`src/hdl/srt_pkg.sv`:
```
// Shared constants, codes and types of the sorted region table.
`default_nettype none

package srt_pkg;

   localparam int DEF_MAX_REGIONS = 16;
   localparam int DEF_ADDR_BITS   = 48;
   localparam int DEF_FLAG_BITS   = 16;
   localparam int QUEUE_DEPTH     = 2;
   localparam int OP_BITS         = 2;
   localparam int STATUS_BITS     = 3;

   localparam logic [OP_BITS-1:0] OP_LOOKUP = 2'd0;
   localparam logic [OP_BITS-1:0] OP_INSERT = 2'd1;
   localparam logic [OP_BITS-1:0] OP_CLEAR  = 2'd2;

   localparam logic [STATUS_BITS-1:0] STATUS_OK        = 3'd0;
   localparam logic [STATUS_BITS-1:0] STATUS_NOT_FOUND = 3'd1;
   localparam logic [STATUS_BITS-1:0] STATUS_EMPTY     = 3'd2;
   localparam logic [STATUS_BITS-1:0] STATUS_OVERLAP   = 3'd3;
   localparam logic [STATUS_BITS-1:0] STATUS_FULL      = 3'd4;

   typedef enum logic [1:0] {
      KIND_LOOKUP,
      KIND_INSERT,
      KIND_CLEAR,
      KIND_NOP
   } srt_kind_type;

   typedef struct packed {
      srt_kind_type kind;
      logic         empty_range;
   } srt_tag_type;

   typedef enum logic [2:0] {
      S_IDLE,
      S_LK_CACHE,
      S_LK_CHECK,
      S_LK_SCAN,
      S_IN_SCAN,
      S_IN_DECIDE,
      S_IN_SHIFT,
      S_IN_PLACE
   } srt_state_type;

endpackage

`default_nettype wire

```
`src/hdl/srt_front.sv`:
```
// Command front end: accepts beats, classifies them and queues them for the back end.
`default_nettype none

module srt_front #(
   parameter int ADDR_BITS = srt_pkg::DEF_ADDR_BITS,
   parameter int FLAG_BITS = srt_pkg::DEF_FLAG_BITS
) (
   input  logic                       clock,
   input  logic                       reset,
   input  logic                       start,
   output logic                       busy,
   input  logic [srt_pkg::OP_BITS-1:0] req_operation,
   input  logic [ADDR_BITS-1:0]       req_lookup_address,
   input  logic [ADDR_BITS-1:0]       req_new_start,
   input  logic [ADDR_BITS-1:0]       req_new_end,
   input  logic [FLAG_BITS-1:0]       req_new_flags,
   output logic                       head_valid,
   output srt_pkg::srt_tag_type       head_tag,
   output logic [ADDR_BITS-1:0]       head_addr,
   output logic [ADDR_BITS-1:0]       head_start,
   output logic [ADDR_BITS-1:0]       head_end,
   output logic [FLAG_BITS-1:0]       head_flags,
   input  logic                       pop
);
   import srt_pkg::*;

   localparam int PTR_BITS  = (QUEUE_DEPTH > 1) ? $clog2(QUEUE_DEPTH) : 1;
   localparam int FILL_BITS = $clog2(QUEUE_DEPTH + 1);

   srt_tag_type          q_tag_ff   [QUEUE_DEPTH];
   logic [ADDR_BITS-1:0] q_addr_ff  [QUEUE_DEPTH];
   logic [ADDR_BITS-1:0] q_start_ff [QUEUE_DEPTH];
   logic [ADDR_BITS-1:0] q_end_ff   [QUEUE_DEPTH];
   logic [FLAG_BITS-1:0] q_flags_ff [QUEUE_DEPTH];

   logic [PTR_BITS-1:0]  wr_ptr_ff, wr_ptr_in;
   logic [PTR_BITS-1:0]  rd_ptr_ff, rd_ptr_in;
   logic [FILL_BITS-1:0] fill_ff, fill_in;
   logic                 push;
   srt_tag_type          tag_in;

   assign busy       = (fill_ff == FILL_BITS'(QUEUE_DEPTH));
   assign push       = start & ~busy;
   assign head_valid = (fill_ff != '0);
   assign head_tag   = q_tag_ff[rd_ptr_ff];
   assign head_addr  = q_addr_ff[rd_ptr_ff];
   assign head_start = q_start_ff[rd_ptr_ff];
   assign head_end   = q_end_ff[rd_ptr_ff];
   assign head_flags = q_flags_ff[rd_ptr_ff];

   always_comb begin
      case (req_operation)
         OP_LOOKUP: tag_in.kind = KIND_LOOKUP;
         OP_INSERT: tag_in.kind = KIND_INSERT;
         OP_CLEAR:  tag_in.kind = KIND_CLEAR;
         default:   tag_in.kind = KIND_NOP;
      endcase
      tag_in.empty_range = (req_new_start >= req_new_end);
   end

   always_comb begin
      wr_ptr_in = wr_ptr_ff;
      rd_ptr_in = rd_ptr_ff;
      fill_in   = fill_ff;
      if (push) begin
         wr_ptr_in = (wr_ptr_ff == PTR_BITS'(QUEUE_DEPTH - 1)) ? '0 : wr_ptr_ff + 1'b1;
      end
      if (pop) begin
         rd_ptr_in = (rd_ptr_ff == PTR_BITS'(QUEUE_DEPTH - 1)) ? '0 : rd_ptr_ff + 1'b1;
      end
      case ({push, pop})
         2'b10:   fill_in = fill_ff + 1'b1;
         2'b01:   fill_in = fill_ff - 1'b1;
         default: fill_in = fill_ff;
      endcase
   end

   always_ff @(posedge clock) begin
      if (reset) begin
         wr_ptr_ff <= '0;
         rd_ptr_ff <= '0;
         fill_ff   <= '0;
      end else begin
         wr_ptr_ff <= wr_ptr_in;
         rd_ptr_ff <= rd_ptr_in;
         fill_ff   <= fill_in;
      end
   end

   always_ff @(posedge clock) begin
      if (push) begin
         q_tag_ff[wr_ptr_ff]   <= tag_in;
         q_addr_ff[wr_ptr_ff]  <= req_lookup_address;
         q_start_ff[wr_ptr_ff] <= req_new_start;
         q_end_ff[wr_ptr_ff]   <= req_new_end;
         q_flags_ff[wr_ptr_ff] <= req_new_flags;
      end
   end

endmodule

`default_nettype wire

```
`src/hdl/srt_back.sv`:
```
// Command back end: region memory, last-hit cache, lookup scan and sorted insert.
`default_nettype none

module srt_back #(
   parameter int MAX_REGIONS = srt_pkg::DEF_MAX_REGIONS,
   parameter int ADDR_BITS   = srt_pkg::DEF_ADDR_BITS,
   parameter int FLAG_BITS   = srt_pkg::DEF_FLAG_BITS
) (
   input  logic                            clock,
   input  logic                            reset,
   input  logic                            head_valid,
   input  srt_pkg::srt_tag_type            head_tag,
   input  logic [ADDR_BITS-1:0]            head_addr,
   input  logic [ADDR_BITS-1:0]            head_start,
   input  logic [ADDR_BITS-1:0]            head_end,
   input  logic [FLAG_BITS-1:0]            head_flags,
   output logic                            pop,
   output logic                            rsp_strobe,
   output logic [srt_pkg::STATUS_BITS-1:0] rsp_status,
   output logic                            rsp_found,
   output logic [ADDR_BITS-1:0]            rsp_hit_start,
   output logic [ADDR_BITS-1:0]            rsp_hit_end,
   output logic [FLAG_BITS-1:0]            rsp_hit_flags,
   output logic [$clog2(MAX_REGIONS)-1:0]  rsp_slot_index,
   output logic [$clog2(MAX_REGIONS+1)-1:0] rsp_region_count
);
   import srt_pkg::*;

   localparam int SLOT_BITS  = $clog2(MAX_REGIONS);
   localparam int COUNT_BITS = $clog2(MAX_REGIONS + 1);

   logic [ADDR_BITS-1:0] region_starts_ff [MAX_REGIONS];
   logic [ADDR_BITS-1:0] region_ends_ff   [MAX_REGIONS];
   logic [FLAG_BITS-1:0] region_flags_ff  [MAX_REGIONS];

   srt_state_type         state_ff, state_in;
   logic [ADDR_BITS-1:0]  cmd_addr_ff, cmd_addr_in;
   logic [ADDR_BITS-1:0]  cmd_start_ff, cmd_start_in;
   logic [ADDR_BITS-1:0]  cmd_end_ff, cmd_end_in;
   logic [FLAG_BITS-1:0]  cmd_flags_ff, cmd_flags_in;
   logic [COUNT_BITS-1:0] count_ff, count_in;
   logic [SLOT_BITS-1:0]  cache_slot_ff, cache_slot_in;
   logic                  cache_valid_ff, cache_valid_in;
   logic [COUNT_BITS-1:0] idx_ff, idx_in;
   logic [COUNT_BITS-1:0] pos_ff, pos_in;
   logic [ADDR_BITS-1:0]  prev_end_ff, prev_end_in;
   logic [ADDR_BITS-1:0]  next_start_ff, next_start_in;
   logic                  has_next_ff, has_next_in;
   logic                  rvalid_ff;
   logic [SLOT_BITS-1:0]  rd_slot_ff;
   logic [ADDR_BITS-1:0]  rd_start_ff;
   logic [ADDR_BITS-1:0]  rd_end_ff;
   logic [FLAG_BITS-1:0]  rd_flags_ff;

   logic                   rsp_strobe_ff, rsp_strobe_in;
   logic [STATUS_BITS-1:0] rsp_status_ff, rsp_status_in;
   logic                   rsp_found_ff, rsp_found_in;
   logic [ADDR_BITS-1:0]   rsp_hit_start_ff, rsp_hit_start_in;
   logic [ADDR_BITS-1:0]   rsp_hit_end_ff, rsp_hit_end_in;
   logic [FLAG_BITS-1:0]   rsp_hit_flags_ff, rsp_hit_flags_in;
   logic [SLOT_BITS-1:0]   rsp_slot_ff, rsp_slot_in;
   logic [COUNT_BITS-1:0]  rsp_count_ff, rsp_count_in;

   logic                  mem_re;
   logic [SLOT_BITS-1:0]  mem_raddr;
   logic                  mem_we;
   logic [SLOT_BITS-1:0]  mem_waddr;
   logic [ADDR_BITS-1:0]  mem_wstart;
   logic [ADDR_BITS-1:0]  mem_wend;
   logic [FLAG_BITS-1:0]  mem_wflags;

   logic cache_usable;
   logic scan_end;
   logic rd_holds;
   logic rd_below;
   logic ins_stop;
   logic overlap;
   logic table_full;

   assign cache_usable = cache_valid_ff && (COUNT_BITS'(cache_slot_ff) < count_ff);
   assign scan_end     = (idx_ff >= count_ff);
   assign rd_holds     = (rd_start_ff <= cmd_addr_ff) && (cmd_addr_ff < rd_end_ff);
   assign rd_below     = (rd_start_ff <= cmd_start_ff);
   assign ins_stop     = rvalid_ff && !rd_below;
   assign overlap      = ((pos_ff != '0) && (prev_end_ff > cmd_start_ff)) ||
                         (has_next_ff && (cmd_end_ff > next_start_ff));
   assign table_full   = (count_ff >= COUNT_BITS'(MAX_REGIONS));

   always_comb begin
      state_in = state_ff;
      case (state_ff)
         S_IDLE: begin
            if (head_valid) begin
               case (head_tag.kind)
                  KIND_LOOKUP: state_in = cache_usable ? S_LK_CACHE : S_LK_SCAN;
                  KIND_INSERT: state_in = head_tag.empty_range ? S_IDLE : S_IN_SCAN;
                  default:     state_in = S_IDLE;
               endcase
            end
         end
         S_LK_CACHE:  state_in = S_LK_CHECK;
         S_LK_CHECK:  state_in = rd_holds ? S_IDLE : S_LK_SCAN;
         S_LK_SCAN:   state_in = ((rvalid_ff && rd_holds) || scan_end) ? S_IDLE : S_LK_SCAN;
         S_IN_SCAN:   state_in = (ins_stop || scan_end) ? S_IN_DECIDE : S_IN_SCAN;
         S_IN_DECIDE: state_in = (overlap || table_full) ? S_IDLE : S_IN_SHIFT;
         S_IN_SHIFT:  state_in = ((idx_ff == pos_ff) && !rvalid_ff) ? S_IN_PLACE : S_IN_SHIFT;
         S_IN_PLACE:  state_in = S_IDLE;
         default:     state_in = S_IDLE;
      endcase
   end

   always_comb begin
      pop              = 1'b0;
      cmd_addr_in      = cmd_addr_ff;
      cmd_start_in     = cmd_start_ff;
      cmd_end_in       = cmd_end_ff;
      cmd_flags_in     = cmd_flags_ff;
      count_in         = count_ff;
      cache_slot_in    = cache_slot_ff;
      cache_valid_in   = cache_valid_ff;
      idx_in           = idx_ff;
      pos_in           = pos_ff;
      prev_end_in      = prev_end_ff;
      next_start_in    = next_start_ff;
      has_next_in      = has_next_ff;
      mem_re           = 1'b0;
      mem_raddr        = '0;
      mem_we           = 1'b0;
      mem_waddr        = '0;
      mem_wstart       = rd_start_ff;
      mem_wend         = rd_end_ff;
      mem_wflags       = rd_flags_ff;
      rsp_strobe_in    = 1'b0;
      rsp_status_in    = STATUS_OK;
      rsp_found_in     = 1'b0;
      rsp_hit_start_in = '0;
      rsp_hit_end_in   = '0;
      rsp_hit_flags_in = '0;
      rsp_slot_in      = '0;
      rsp_count_in     = count_ff;
      case (state_ff)
         S_IDLE: begin
            if (head_valid) begin
               pop          = 1'b1;
               cmd_addr_in  = head_addr;
               cmd_start_in = head_start;
               cmd_end_in   = head_end;
               cmd_flags_in = head_flags;
               idx_in       = '0;
               pos_in       = '0;
               has_next_in  = 1'b0;
               case (head_tag.kind)
                  KIND_LOOKUP: begin
                  end
                  KIND_INSERT: begin
                     if (head_tag.empty_range) begin
                        rsp_strobe_in = 1'b1;
                        rsp_status_in = STATUS_EMPTY;
                     end
                  end
                  KIND_CLEAR: begin
                     count_in       = '0;
                     cache_slot_in  = '0;
                     cache_valid_in = 1'b0;
                     rsp_strobe_in  = 1'b1;
                     rsp_count_in   = '0;
                  end
                  default: begin
                     rsp_strobe_in = 1'b1;
                  end
               endcase
            end
         end
         S_LK_CACHE: begin
            mem_re    = 1'b1;
            mem_raddr = cache_slot_ff;
         end
         S_LK_CHECK: begin
            if (rd_holds) begin
               rsp_strobe_in    = 1'b1;
               rsp_found_in     = 1'b1;
               rsp_hit_start_in = rd_start_ff;
               rsp_hit_end_in   = rd_end_ff;
               rsp_hit_flags_in = rd_flags_ff;
               rsp_slot_in      = rd_slot_ff;
            end
         end
         S_LK_SCAN: begin
            if (!scan_end) begin
               mem_re    = 1'b1;
               mem_raddr = idx_ff[SLOT_BITS-1:0];
               idx_in    = idx_ff + 1'b1;
            end
            if (rvalid_ff && rd_holds) begin
               cache_slot_in    = rd_slot_ff;
               cache_valid_in   = 1'b1;
               rsp_strobe_in    = 1'b1;
               rsp_found_in     = 1'b1;
               rsp_hit_start_in = rd_start_ff;
               rsp_hit_end_in   = rd_end_ff;
               rsp_hit_flags_in = rd_flags_ff;
               rsp_slot_in      = rd_slot_ff;
            end else if (scan_end) begin
               rsp_strobe_in = 1'b1;
               rsp_status_in = STATUS_NOT_FOUND;
            end
         end
         S_IN_SCAN: begin
            if (!scan_end) begin
               mem_re    = 1'b1;
               mem_raddr = idx_ff[SLOT_BITS-1:0];
               idx_in    = idx_ff + 1'b1;
            end
            if (rvalid_ff) begin
               if (rd_below) begin
                  prev_end_in = rd_end_ff;
                  pos_in      = COUNT_BITS'(rd_slot_ff) + COUNT_BITS'(1);
               end else begin
                  pos_in        = COUNT_BITS'(rd_slot_ff);
                  next_start_in = rd_start_ff;
                  has_next_in   = 1'b1;
               end
            end
         end
         S_IN_DECIDE: begin
            if (overlap) begin
               rsp_strobe_in = 1'b1;
               rsp_status_in = STATUS_OVERLAP;
            end else if (table_full) begin
               rsp_strobe_in = 1'b1;
               rsp_status_in = STATUS_FULL;
            end else begin
               idx_in = count_ff;
            end
         end
         S_IN_SHIFT: begin
            if (idx_ff != pos_ff) begin
               mem_re    = 1'b1;
               mem_raddr = SLOT_BITS'(idx_ff - 1'b1);
               idx_in    = idx_ff - 1'b1;
            end
            if (rvalid_ff) begin
               mem_we    = 1'b1;
               mem_waddr = rd_slot_ff + SLOT_BITS'(1);
            end
         end
         S_IN_PLACE: begin
            mem_we     = 1'b1;
            mem_waddr  = pos_ff[SLOT_BITS-1:0];
            mem_wstart = cmd_start_ff;
            mem_wend   = cmd_end_ff;
            mem_wflags = cmd_flags_ff;
            count_in   = count_ff + 1'b1;
            if (cache_valid_ff && (COUNT_BITS'(cache_slot_ff) >= pos_ff)) begin
               cache_slot_in = cache_slot_ff + SLOT_BITS'(1);
            end
            rsp_strobe_in = 1'b1;
            rsp_slot_in   = pos_ff[SLOT_BITS-1:0];
            rsp_count_in  = count_ff + 1'b1;
         end
         default: begin
         end
      endcase
   end

   always_ff @(posedge clock) begin
      if (mem_we) begin
         region_starts_ff[mem_waddr] <= mem_wstart;
         region_ends_ff[mem_waddr]   <= mem_wend;
         region_flags_ff[mem_waddr]  <= mem_wflags;
      end
   end

   always_ff @(posedge clock) begin
      if (mem_re) begin
         rd_start_ff <= region_starts_ff[mem_raddr];
         rd_end_ff   <= region_ends_ff[mem_raddr];
         rd_flags_ff <= region_flags_ff[mem_raddr];
         rd_slot_ff  <= mem_raddr;
      end
   end

   always_ff @(posedge clock) begin
      if (reset) begin
         state_ff       <= S_IDLE;
         count_ff       <= '0;
         cache_slot_ff  <= '0;
         cache_valid_ff <= 1'b0;
         rvalid_ff      <= 1'b0;
         rsp_strobe_ff  <= 1'b0;
      end else begin
         state_ff       <= state_in;
         count_ff       <= count_in;
         cache_slot_ff  <= cache_slot_in;
         cache_valid_ff <= cache_valid_in;
         rvalid_ff      <= mem_re;
         rsp_strobe_ff  <= rsp_strobe_in;
      end
   end

   always_ff @(posedge clock) begin
      cmd_addr_ff      <= cmd_addr_in;
      cmd_start_ff     <= cmd_start_in;
      cmd_end_ff       <= cmd_end_in;
      cmd_flags_ff     <= cmd_flags_in;
      idx_ff           <= idx_in;
      pos_ff           <= pos_in;
      prev_end_ff      <= prev_end_in;
      next_start_ff    <= next_start_in;
      has_next_ff      <= has_next_in;
      rsp_status_ff    <= rsp_status_in;
      rsp_found_ff     <= rsp_found_in;
      rsp_hit_start_ff <= rsp_hit_start_in;
      rsp_hit_end_ff   <= rsp_hit_end_in;
      rsp_hit_flags_ff <= rsp_hit_flags_in;
      rsp_slot_ff      <= rsp_slot_in;
      rsp_count_ff     <= rsp_count_in;
   end

   assign rsp_strobe       = rsp_strobe_ff;
   assign rsp_status       = rsp_status_ff;
   assign rsp_found        = rsp_found_ff;
   assign rsp_hit_start    = rsp_hit_start_ff;
   assign rsp_hit_end      = rsp_hit_end_ff;
   assign rsp_hit_flags    = rsp_hit_flags_ff;
   assign rsp_slot_index   = rsp_slot_ff;
   assign rsp_region_count = rsp_count_ff;

endmodule

`default_nettype wire

```
`src/hdl/sorted_region_table_core.sv`:
```
// Top level of the sorted region table: command queue front end and table back end.
//
//   Channel   Handshake            Payload
//   request   start / busy         req_operation, req_lookup_address, req_new_start,
//                                  req_new_end, req_new_flags
//   response  rsp_strobe (1 cycle) rsp_status, rsp_found, rsp_hit_start, rsp_hit_end,
//                                  rsp_hit_flags, rsp_slot_index, rsp_region_count
//
// Clear, unused codes and empty-range inserts finish in the idle state of the back end.
// Lookups and inserts walk the region memory one entry a cycle via its single read port.
// The response appears the cycle after the back end finishes; it cannot be held off.
// The queue holds two commands; busy is high while it is full.
// Reset is synchronous and empties the queue and the table; no clearing pass is needed.
`default_nettype none

module sorted_region_table_core #(
   parameter int MAX_REGIONS = srt_pkg::DEF_MAX_REGIONS,
   parameter int ADDR_BITS   = srt_pkg::DEF_ADDR_BITS,
   parameter int FLAG_BITS   = srt_pkg::DEF_FLAG_BITS
) (
   input  logic                             clock,
   input  logic                             reset,
   input  logic                             start,
   output logic                             busy,
   input  logic [srt_pkg::OP_BITS-1:0]      req_operation,
   input  logic [ADDR_BITS-1:0]             req_lookup_address,
   input  logic [ADDR_BITS-1:0]             req_new_start,
   input  logic [ADDR_BITS-1:0]             req_new_end,
   input  logic [FLAG_BITS-1:0]             req_new_flags,
   output logic                             rsp_strobe,
   output logic [srt_pkg::STATUS_BITS-1:0]  rsp_status,
   output logic                             rsp_found,
   output logic [ADDR_BITS-1:0]             rsp_hit_start,
   output logic [ADDR_BITS-1:0]             rsp_hit_end,
   output logic [FLAG_BITS-1:0]             rsp_hit_flags,
   output logic [$clog2(MAX_REGIONS)-1:0]   rsp_slot_index,
   output logic [$clog2(MAX_REGIONS+1)-1:0] rsp_region_count
);
   import srt_pkg::*;

   logic                 head_valid;
   srt_tag_type          head_tag;
   logic [ADDR_BITS-1:0] head_addr;
   logic [ADDR_BITS-1:0] head_start;
   logic [ADDR_BITS-1:0] head_end;
   logic [FLAG_BITS-1:0] head_flags;
   logic                 pop;

   srt_front #(
      .ADDR_BITS (ADDR_BITS),
      .FLAG_BITS (FLAG_BITS)
   ) u_front (
      .clock              (clock),
      .reset              (reset),
      .start              (start),
      .busy               (busy),
      .req_operation      (req_operation),
      .req_lookup_address (req_lookup_address),
      .req_new_start      (req_new_start),
      .req_new_end        (req_new_end),
      .req_new_flags      (req_new_flags),
      .head_valid         (head_valid),
      .head_tag           (head_tag),
      .head_addr          (head_addr),
      .head_start         (head_start),
      .head_end           (head_end),
      .head_flags         (head_flags),
      .pop                (pop)
   );

   srt_back #(
      .MAX_REGIONS (MAX_REGIONS),
      .ADDR_BITS   (ADDR_BITS),
      .FLAG_BITS   (FLAG_BITS)
   ) u_back (
      .clock            (clock),
      .reset            (reset),
      .head_valid       (head_valid),
      .head_tag         (head_tag),
      .head_addr        (head_addr),
      .head_start       (head_start),
      .head_end         (head_end),
      .head_flags       (head_flags),
      .pop              (pop),
      .rsp_strobe       (rsp_strobe),
      .rsp_status       (rsp_status),
      .rsp_found        (rsp_found),
      .rsp_hit_start    (rsp_hit_start),
      .rsp_hit_end      (rsp_hit_end),
      .rsp_hit_flags    (rsp_hit_flags),
      .rsp_slot_index   (rsp_slot_index),
      .rsp_region_count (rsp_region_count)
   );

endmodule

`default_nettype wire

```
`config.mk`:
```
export PLATFORM = sky130hd
export DESIGN_NAME = sorted_region_table_core
export DESIGN_NICKNAME = d
export VERILOG_FILES = /design/src/hdl/srt_pkg.sv /design/src/hdl/srt_front.sv /design/src/hdl/srt_back.sv /design/src/hdl/sorted_region_table_core.sv
export SDC_FILE = /design/constraint.sdc
export NUM_CORES = 2
export LEC_CHECK = 0
export BUFFER_PORTS_ARGS = -buffer_cell sky130_fd_sc_hd__clkbuf_2
export CORE_ASPECT_RATIO = 0.5
export CORE_MARGIN = 1.5
export CORE_UTILIZATION = 62
export DETAILED_ROUTE_END_ITERATION = 6
export PLACE_DENSITY = 0.84
export SLEW_MARGIN = 10
export SYNTH_ARGS = -nofsm -noshare
export SYNTH_HDL_FRONTEND = slang
export SYNTH_HIERARCHICAL = 1
export SYNTH_SLANG_ARGS = --single-unit
```
`constraint.sdc`:
```
create_clock -name clock -period 10.4 [get_ports clock]
set_clock_uncertainty 0.15 [all_clocks]
set_input_delay 1.04 -clock clock [delete_from_list [all_inputs] [get_ports clock]]
set_output_delay 1.04 -clock clock [all_outputs]
set_load 0.1 [all_outputs]
```
Word level (Yosys, flattened, before mapping):

Memories as Yosys holds them, arrays and structs flattened. A register that Yosys moved wholly into a read port is not among the register bits.
Cells that the tools add are included.

* add/subtract/negate cells: 10
* magnitude comparators: 10
* equal/unequal tests: 26
* mux-type cells: 91
* bitwise gates (word level): 3
* reductions and logical operators: 33

Operators by type and width (count)
* $mux 48: 6
* $pmux 48 s2: 2
* $gt 48x48->1: 2
* $le 48x48->1: 2
* $ge 48x48->1: 1
* $lt 48x48->1: 1
* $mux 16: 3
* $mux 5: 9
* $mux 4: 9
* $pmux 4 s3: 3
* $pmux 16 s2: 1
* $mux 1: 30
* $mux 3: 8
* $pmux 3 s8: 1
* $pmux 5 s2: 2
* $pmux 5 s4: 1
* $eq 3x3->1 const B: 4
* $ne 2x2->1 const B: 6
* $add 5x1->5 const B: 2
* $pmux 1 s2: 5
* $pmux 3 s3: 1
* $reduce_and 3->1: 3
* $add 4x1->4 const B: 2
* $eq 2x2->1 const B: 4
* other kinds (38): 65

* register bits: 255
* RAM bits: 2118
* input port bits: 165
* output and inout port bits: 127
* word-level logic and storage cells: 203
* memories kept: 8

Memories
* u_back.region_ends_ff: words 16, bits a word 48, read ports 1, clocked after memory_dff 1, wr ports 1, RTL line srt_back.sv:33 `logic [ADDR_BITS-1:0] region_ends_ff [MAX_REGIONS];`
* u_back.region_starts_ff: words 16, bits a word 48, read ports 1, clocked after memory_dff 1, wr ports 1, RTL line srt_back.sv:32 `logic [ADDR_BITS-1:0] region_starts_ff [MAX_REGIONS];`
* u_back.region_flags_ff: words 16, bits a word 16, read ports 1, clocked after memory_dff 1, wr ports 1, RTL line srt_back.sv:34 `logic [FLAG_BITS-1:0] region_flags_ff [MAX_REGIONS];`
* u_front.q_addr_ff: words 2, bits a word 48, read ports 1, clocked after memory_dff 1, wr ports 1, RTL line srt_front.sv:31 `logic [ADDR_BITS-1:0] q_addr_ff [QUEUE_DEPTH];`
* u_front.q_end_ff: words 2, bits a word 48, read ports 1, clocked after memory_dff 1, wr ports 1, RTL line srt_front.sv:33 `logic [ADDR_BITS-1:0] q_end_ff [QUEUE_DEPTH];`
* u_front.q_start_ff: words 2, bits a word 48, read ports 1, clocked after memory_dff 1, wr ports 1, RTL line srt_front.sv:32 `logic [ADDR_BITS-1:0] q_start_ff [QUEUE_DEPTH];`
* 2 more memories

Logic depth before layout (Yosys ltp):

* word-level depth: 6
* gate-level depth with buffers: 15

Hierarchy:

Netlist, hierarchy kept.

By module, submodules not included
* srt_back: times used 1, cells each 6633, area an instance 93374.6 µm²
* srt_front: times used 1, cells each 703, area an instance 13145.1 µm²

Least setup slack after synthesis:

No wires, ideal clock.

* path type: input port to flip-flop
* from: input start
* to: memory u_front/q_addr_ff[0][0] (netlist name), enable pin
* setup time: 688 ps
* arrival: 7895 ps
* data required time: 9562 ps
* slack: 1667 ps
* stages on the path: 2
* cell sequence: nand2_1 -> nor2_1

* cells in the longest elaborated chain, start to end: 3

Ends and longest elaborated chain
* start, declared: RTL line sorted_region_table_core.sv:23 `input logic start,`
* $and 1x1->1: RTL line srt_front.sv:43 `assign push = start & ~busy;`
* $mux 1: RTL line srt_front.sv:91 `if (push) begin`
* $mux 1 (not written as such): RTL line srt_front.sv:93 `q_addr_ff[wr_ptr_ff] <= req_lookup_address;`
* end, declared: RTL line srt_front.sv:31

Every way passes these cells.

Final worst setup path:

* from: register u_back.cmd_start_ff[46] (read register of u_front.q_start_ff)
* to: register u_back.rsp_strobe_ff (netlist: u_back/rsp_strobe)

* cells in the longest elaborated chain, start to end: 5

Ends and longest elaborated chain
* start, declared: RTL line srt_back.sv:38 `logic [ADDR_BITS-1:0] cmd_start_ff, cmd_start_in;`
* $gt 48x48->1: RTL line srt_back.sv:85 `assign overlap = ((pos_ff != '0) && (prev_end_ff > cmd_start_ff)) ||`
* $logic_and 1x1->1: RTL line srt_back.sv:85
* $logic_or 1x1->1: RTL line srt_back.sv:85
* $mux 1: RTL line srt_back.sv:226 `if (overlap) begin`
* $pmux 1 s5: RTL line srt_back.sv:141 `case (state_ff)`
* end signal, assigned: RTL line srt_back.sv:297 `rsp_strobe_ff <= rsp_strobe_in;`
* end, declared: RTL line srt_back.sv:55 `logic rsp_strobe_ff, rsp_strobe_in;`

Every way passes these cells.
A chain may end at the register's enable or synchronous reset.

==> results.yml <==
run_status:
  status: "finished clean"
timing:
  setup_tns_ns: 0
  layout_min_cycle_time_ns: 5.726
  worst_pin_slew_ns: 1.338
  slew_viol_final: 0
  period_share_pct: 55.06
  hold_violations: 0
  timing.final.ws_setup_ns: 4.674
  rsz0062_at_grt: "no"
  setup-violations-final: 0
  max_freq_mhz: 174.6
  slew_headroom_pct: 9.540
placed_design:
  gp_congestion: 0.9431
  port_buffers: 291
  placed_cells: 9589
  dp_slack_ns: 4.805
  dp_hpwl_um: 165800
hold_path:
  holdPathStages: 1
  hold_class: "in2reg"
  min_from: "req_new_flags[4]"
  min_to: "u_front/q_flags_ff[1][4]"
final_layout:
  fin_util_pct: 68.98
  area_delta_synth_final_pct: 10.36
  final_common_cell: "edfxtp_1"
  final_cell_mix: "edfxtp_1 (2501), nand3_1 (927), a31oi_1 (894), and3_1 (446), ha_1 (306)"
  fillers: 10066
  drive_gt1_share_pct: 13.07
  fin_cells: 10001
  regArea_sq_um: 78010
  final_nets: 7986
  multi_input_area_sq_um: 25460
global_routing:
  globalRoute.totalOverflow: 0
  antenna_found_initial: 22
  grt_pass1_wl_um: 433600
  grt_use_total_pct: 34.00
  grt_pass1_vias: 66803
  grt_max_degree: 232
clock_tree:
  clkLatencyLatePin_ns: 0.89
  hold_buffers: 0
  htreeDepth: 4
  cts_buffer_depth: 3
  cts_resized: 0
  path_clk_slew_ns: 0.07
  cts_tree: "done"
  post_cts_buffers: 0
  clock-sinks: 2646
  cts_buffers: 213
  clockRootBuffer: "clkbuf_16"
power:
  p_comb_share_pct: 18.8
  p_total_w: 0.02716
  internal_power_w: 0.01899
  seq_power_share_pct: 51.1
  p_leak_nw: 39.89
  vdd_ir_drop_max_mv: 0.2420
  netSwitchingFraction_pct: 30.09
  netSwitchingPower_w: 0.008173
  p_clk_share_pct: 30.2
  p_per_area_nw_per_um2: 231.0
route:
  ant_nets: 0
  first_iter_violations: 12806
  wl_um: 302700
  vias: 70583
  drc: 0
  wire_per_inst_um: 30.27
  drt_first_pass_iters: 7
  via_per_inst: 7.058
logic_synthesis:
  ys_ff_latch: 2646
  synth-xor-area-share_pct: 0.1644
  synthCells: 7336
  postSynthNetCount: 7807
  yosys_warnings: 6
  ys_seq_area_share_pct: 73.23
  synthMuxAreaShare_pct: 1.762
  synth_compound_area_share_pct: 7.628
  postSynth.asyncResetShare_pct: 0
  synth_simple_gate_area_share_pct: 10.55
  synth_edf_count: 2501
  ys_types: 76
  syn_area_sq_um: 106500
  synth_top_family_by_area: "simple AND/OR/NAND/NOR gates"
  synth_adder_area_share_pct: 3.594
  syn_avg_cell_area_sq_um: 14.52
  ys.flop_type: "edfxtp_1"
worst_setup_path:
  worstReg2RegStart: "u_back/cmd_start_ff[46]"
  start_kind: "register"
  worstReg2RegEnd: "u_back/rsp_strobe"
  regToRegSetupSlack_ns: 4.67
  cp_data_required_time_ns: 10.95
  critPathCaptureType: "register"
  cp.arrival_ns: 6.27
  critPathMaxFanout: 4
  critical_path_class: "reg2reg"
  r2r_cells: 10
run:
  drv_cap: 0
floorplanning:
  coreArea_sq_um: 170400
  ioPinCount: 292
  die_h_um: 296.1
  fp.dieW_um: 589.2
  initial_core_util_pct: 62.50
  fp-row-count: 107
  die-area_sq_um: 174500
[how the worst max path moves through the flow]
stage | startpoint | to | slack [ns] | cells after the start
2_1_floorplan | start | u_front/q_addr_ff[0][0] | 1.67 | 2
6_report | u_back/cmd_start_ff[46] | u_back/rsp_strobe | 4.67 | 10
3_5_place_dp | u_back/state_ff[2] | u_back/rd_flags_ff[9] | 4.81 | 13
5_1_grt | u_back/state_ff[2] | u_back/rd_flags_ff[9] | 4.44 | 13
4_1_cts | u_back/state_ff[2] | u_back/rd_flags_ff[9] | 4.79 | 13
3_3_place_gp | u_back/state_ff[2] | u_back/rd_flags_ff[9] | 4.95 | 13
[layer usage]
| metal | vias to the layer above | wire (um) | GRT usage, % |
|---|---|---|---|
| met4 | 26 | 17830 | 18.38 |
| met5 | - | 194 | 0 |
| met3 | 1157 | 44800 | 7.960 |
| met2 | 6180 | 137500 | 52.88 |
| li1 | 29033 | - | - |
| met1 | 34187 | 102400 | 45.08 |
[stage by stage]
stage,cell area [sq um],hold slack (ns)
floorplan,106500,0.2911
global placement,110600,0.3106
detailed placement,110600,0.3126
CTS,117500,0.1618
global route,117500,0.1902
finish,117600,0.2063
[power groups by stage]
stage          clock network, W  logic, W  registers [W]
6_report                0.00819   0.00509         0.0139
5_1_grt                 0.00859   0.00540         0.0139
3_3_place_gp                  0   0.00469         0.0140
3_5_place_dp                  0   0.00487         0.0140
4_1_cts                 0.00819   0.00494         0.0138
2_1_floorplan                 0   0.00273         0.0142
[cell families (layout without fill, tap and decap cells)]
logic type | count (synthesis) | after routing
AO/OA/AOI/OAI | 1314 | 1314
XOR/XNOR | 20 | 20
adder cells (fa/ha/maj) | 306 | 306
buffers and inverters | 792 | 1153
flip-flops | 2646 | 2646
multiplexers | 167 | 167
other | 0 | 15
AND/OR/NAND/NOR | 2091 | 2091
[synth_stat cells (all sizes together), types with 8 or more instances]
| master | number | area (sq um) |
|---|---|---|
| a211oi | 13 | 97.59 |
| a21o | 31 | 232.7 |
| a21oi | 128 | 640.6 |
| a221oi | 8 | 93.84 |
| a22oi | 11 | 82.58 |
| a31oi | 894 | 5593 |
| and2 | 122 | 763.2 |
| and3 | 448 | 2803 |
| buf | 168 | 920.9 |
| clkbuf | 348 | 1306 |
| dfxtp | 145 | 2903 |
| edfxtp | 2501 | 75100 |
| ha | 306 | 3829 |
| inv | 276 | 1041 |
| mux2 | 164 | 1847 |
| nand2 | 263 | 1002 |
| nand2b | 13 | 81.33 |
| nand3 | 928 | 4644 |
| nand4 | 52 | 325.3 |
| nor2 | 81 | 320.3 |
| nor2b | 14 | 95.09 |
| nor3 | 25 | 125.1 |
| nor4 | 13 | 96.34 |
| o211ai | 11 | 82.58 |
| o21ai | 163 | 815.8 |
| or3 | 8 | 50.05 |
| or4 | 112 | 840.8 |
| xnor2 | 9 | 78.83 |
| xor2 | 11 | 96.34 |
[worst max-delay path, cell delays in order, from the launching register on]
cell	delay [ns]
edfxtp_1	0.44
inv_1	0.14
ha_1	0.33
nand4_1	0.23
nor4_1	0.58
nand4_1	0.58
a41oi_1	0.90
nor3_1	0.16
o32ai_1	1.12
nand2_1	0.30
a2111oi_0	0.62
[final cells by class]
| cell class | instances | share of cell area, % |
|---|---|---|
| tap | 2289 | 2.436 |
| clock inverter | 125 | 1.038 |
| inverter | 276 | 0.9047 |
| multi-input combinational | 3898 | 21.66 |
| antenna | 15 | 0.03193 |
| timing repair buffer | 480 | 2.701 |
| clock buffer | 272 | 4.870 |
| sequential | 2646 | 66.36 |
[flip-flops by register name, summed over array words and instances, names as in the netlist, 6 cells and up, named ones only]
name	count
u_front/q_start_ff	96
u_back/rd_end_ff	48
u_back/rd_flags_ff	16
u_back/rsp_hit_start	48
u_front/q_end_ff	96
u_front/q_flags_ff	32
u_back/region_flags_ff	256
u_back/next_start_ff	48
u_front/q_tag_ff	6
u_back/cmd_end_ff	48
u_back/prev_end_ff	48
u_front/q_addr_ff	96
u_back/rd_start_ff	48
u_back/cmd_start_ff	48
u_back/rsp_hit_flags	16
u_back/cmd_flags_ff	16
u_back/rsp_hit_end	48
u_back/cmd_addr_ff	48
u_back/region_ends_ff	768
u_back/region_starts_ff	768
(Power assumes the default switching activity.)
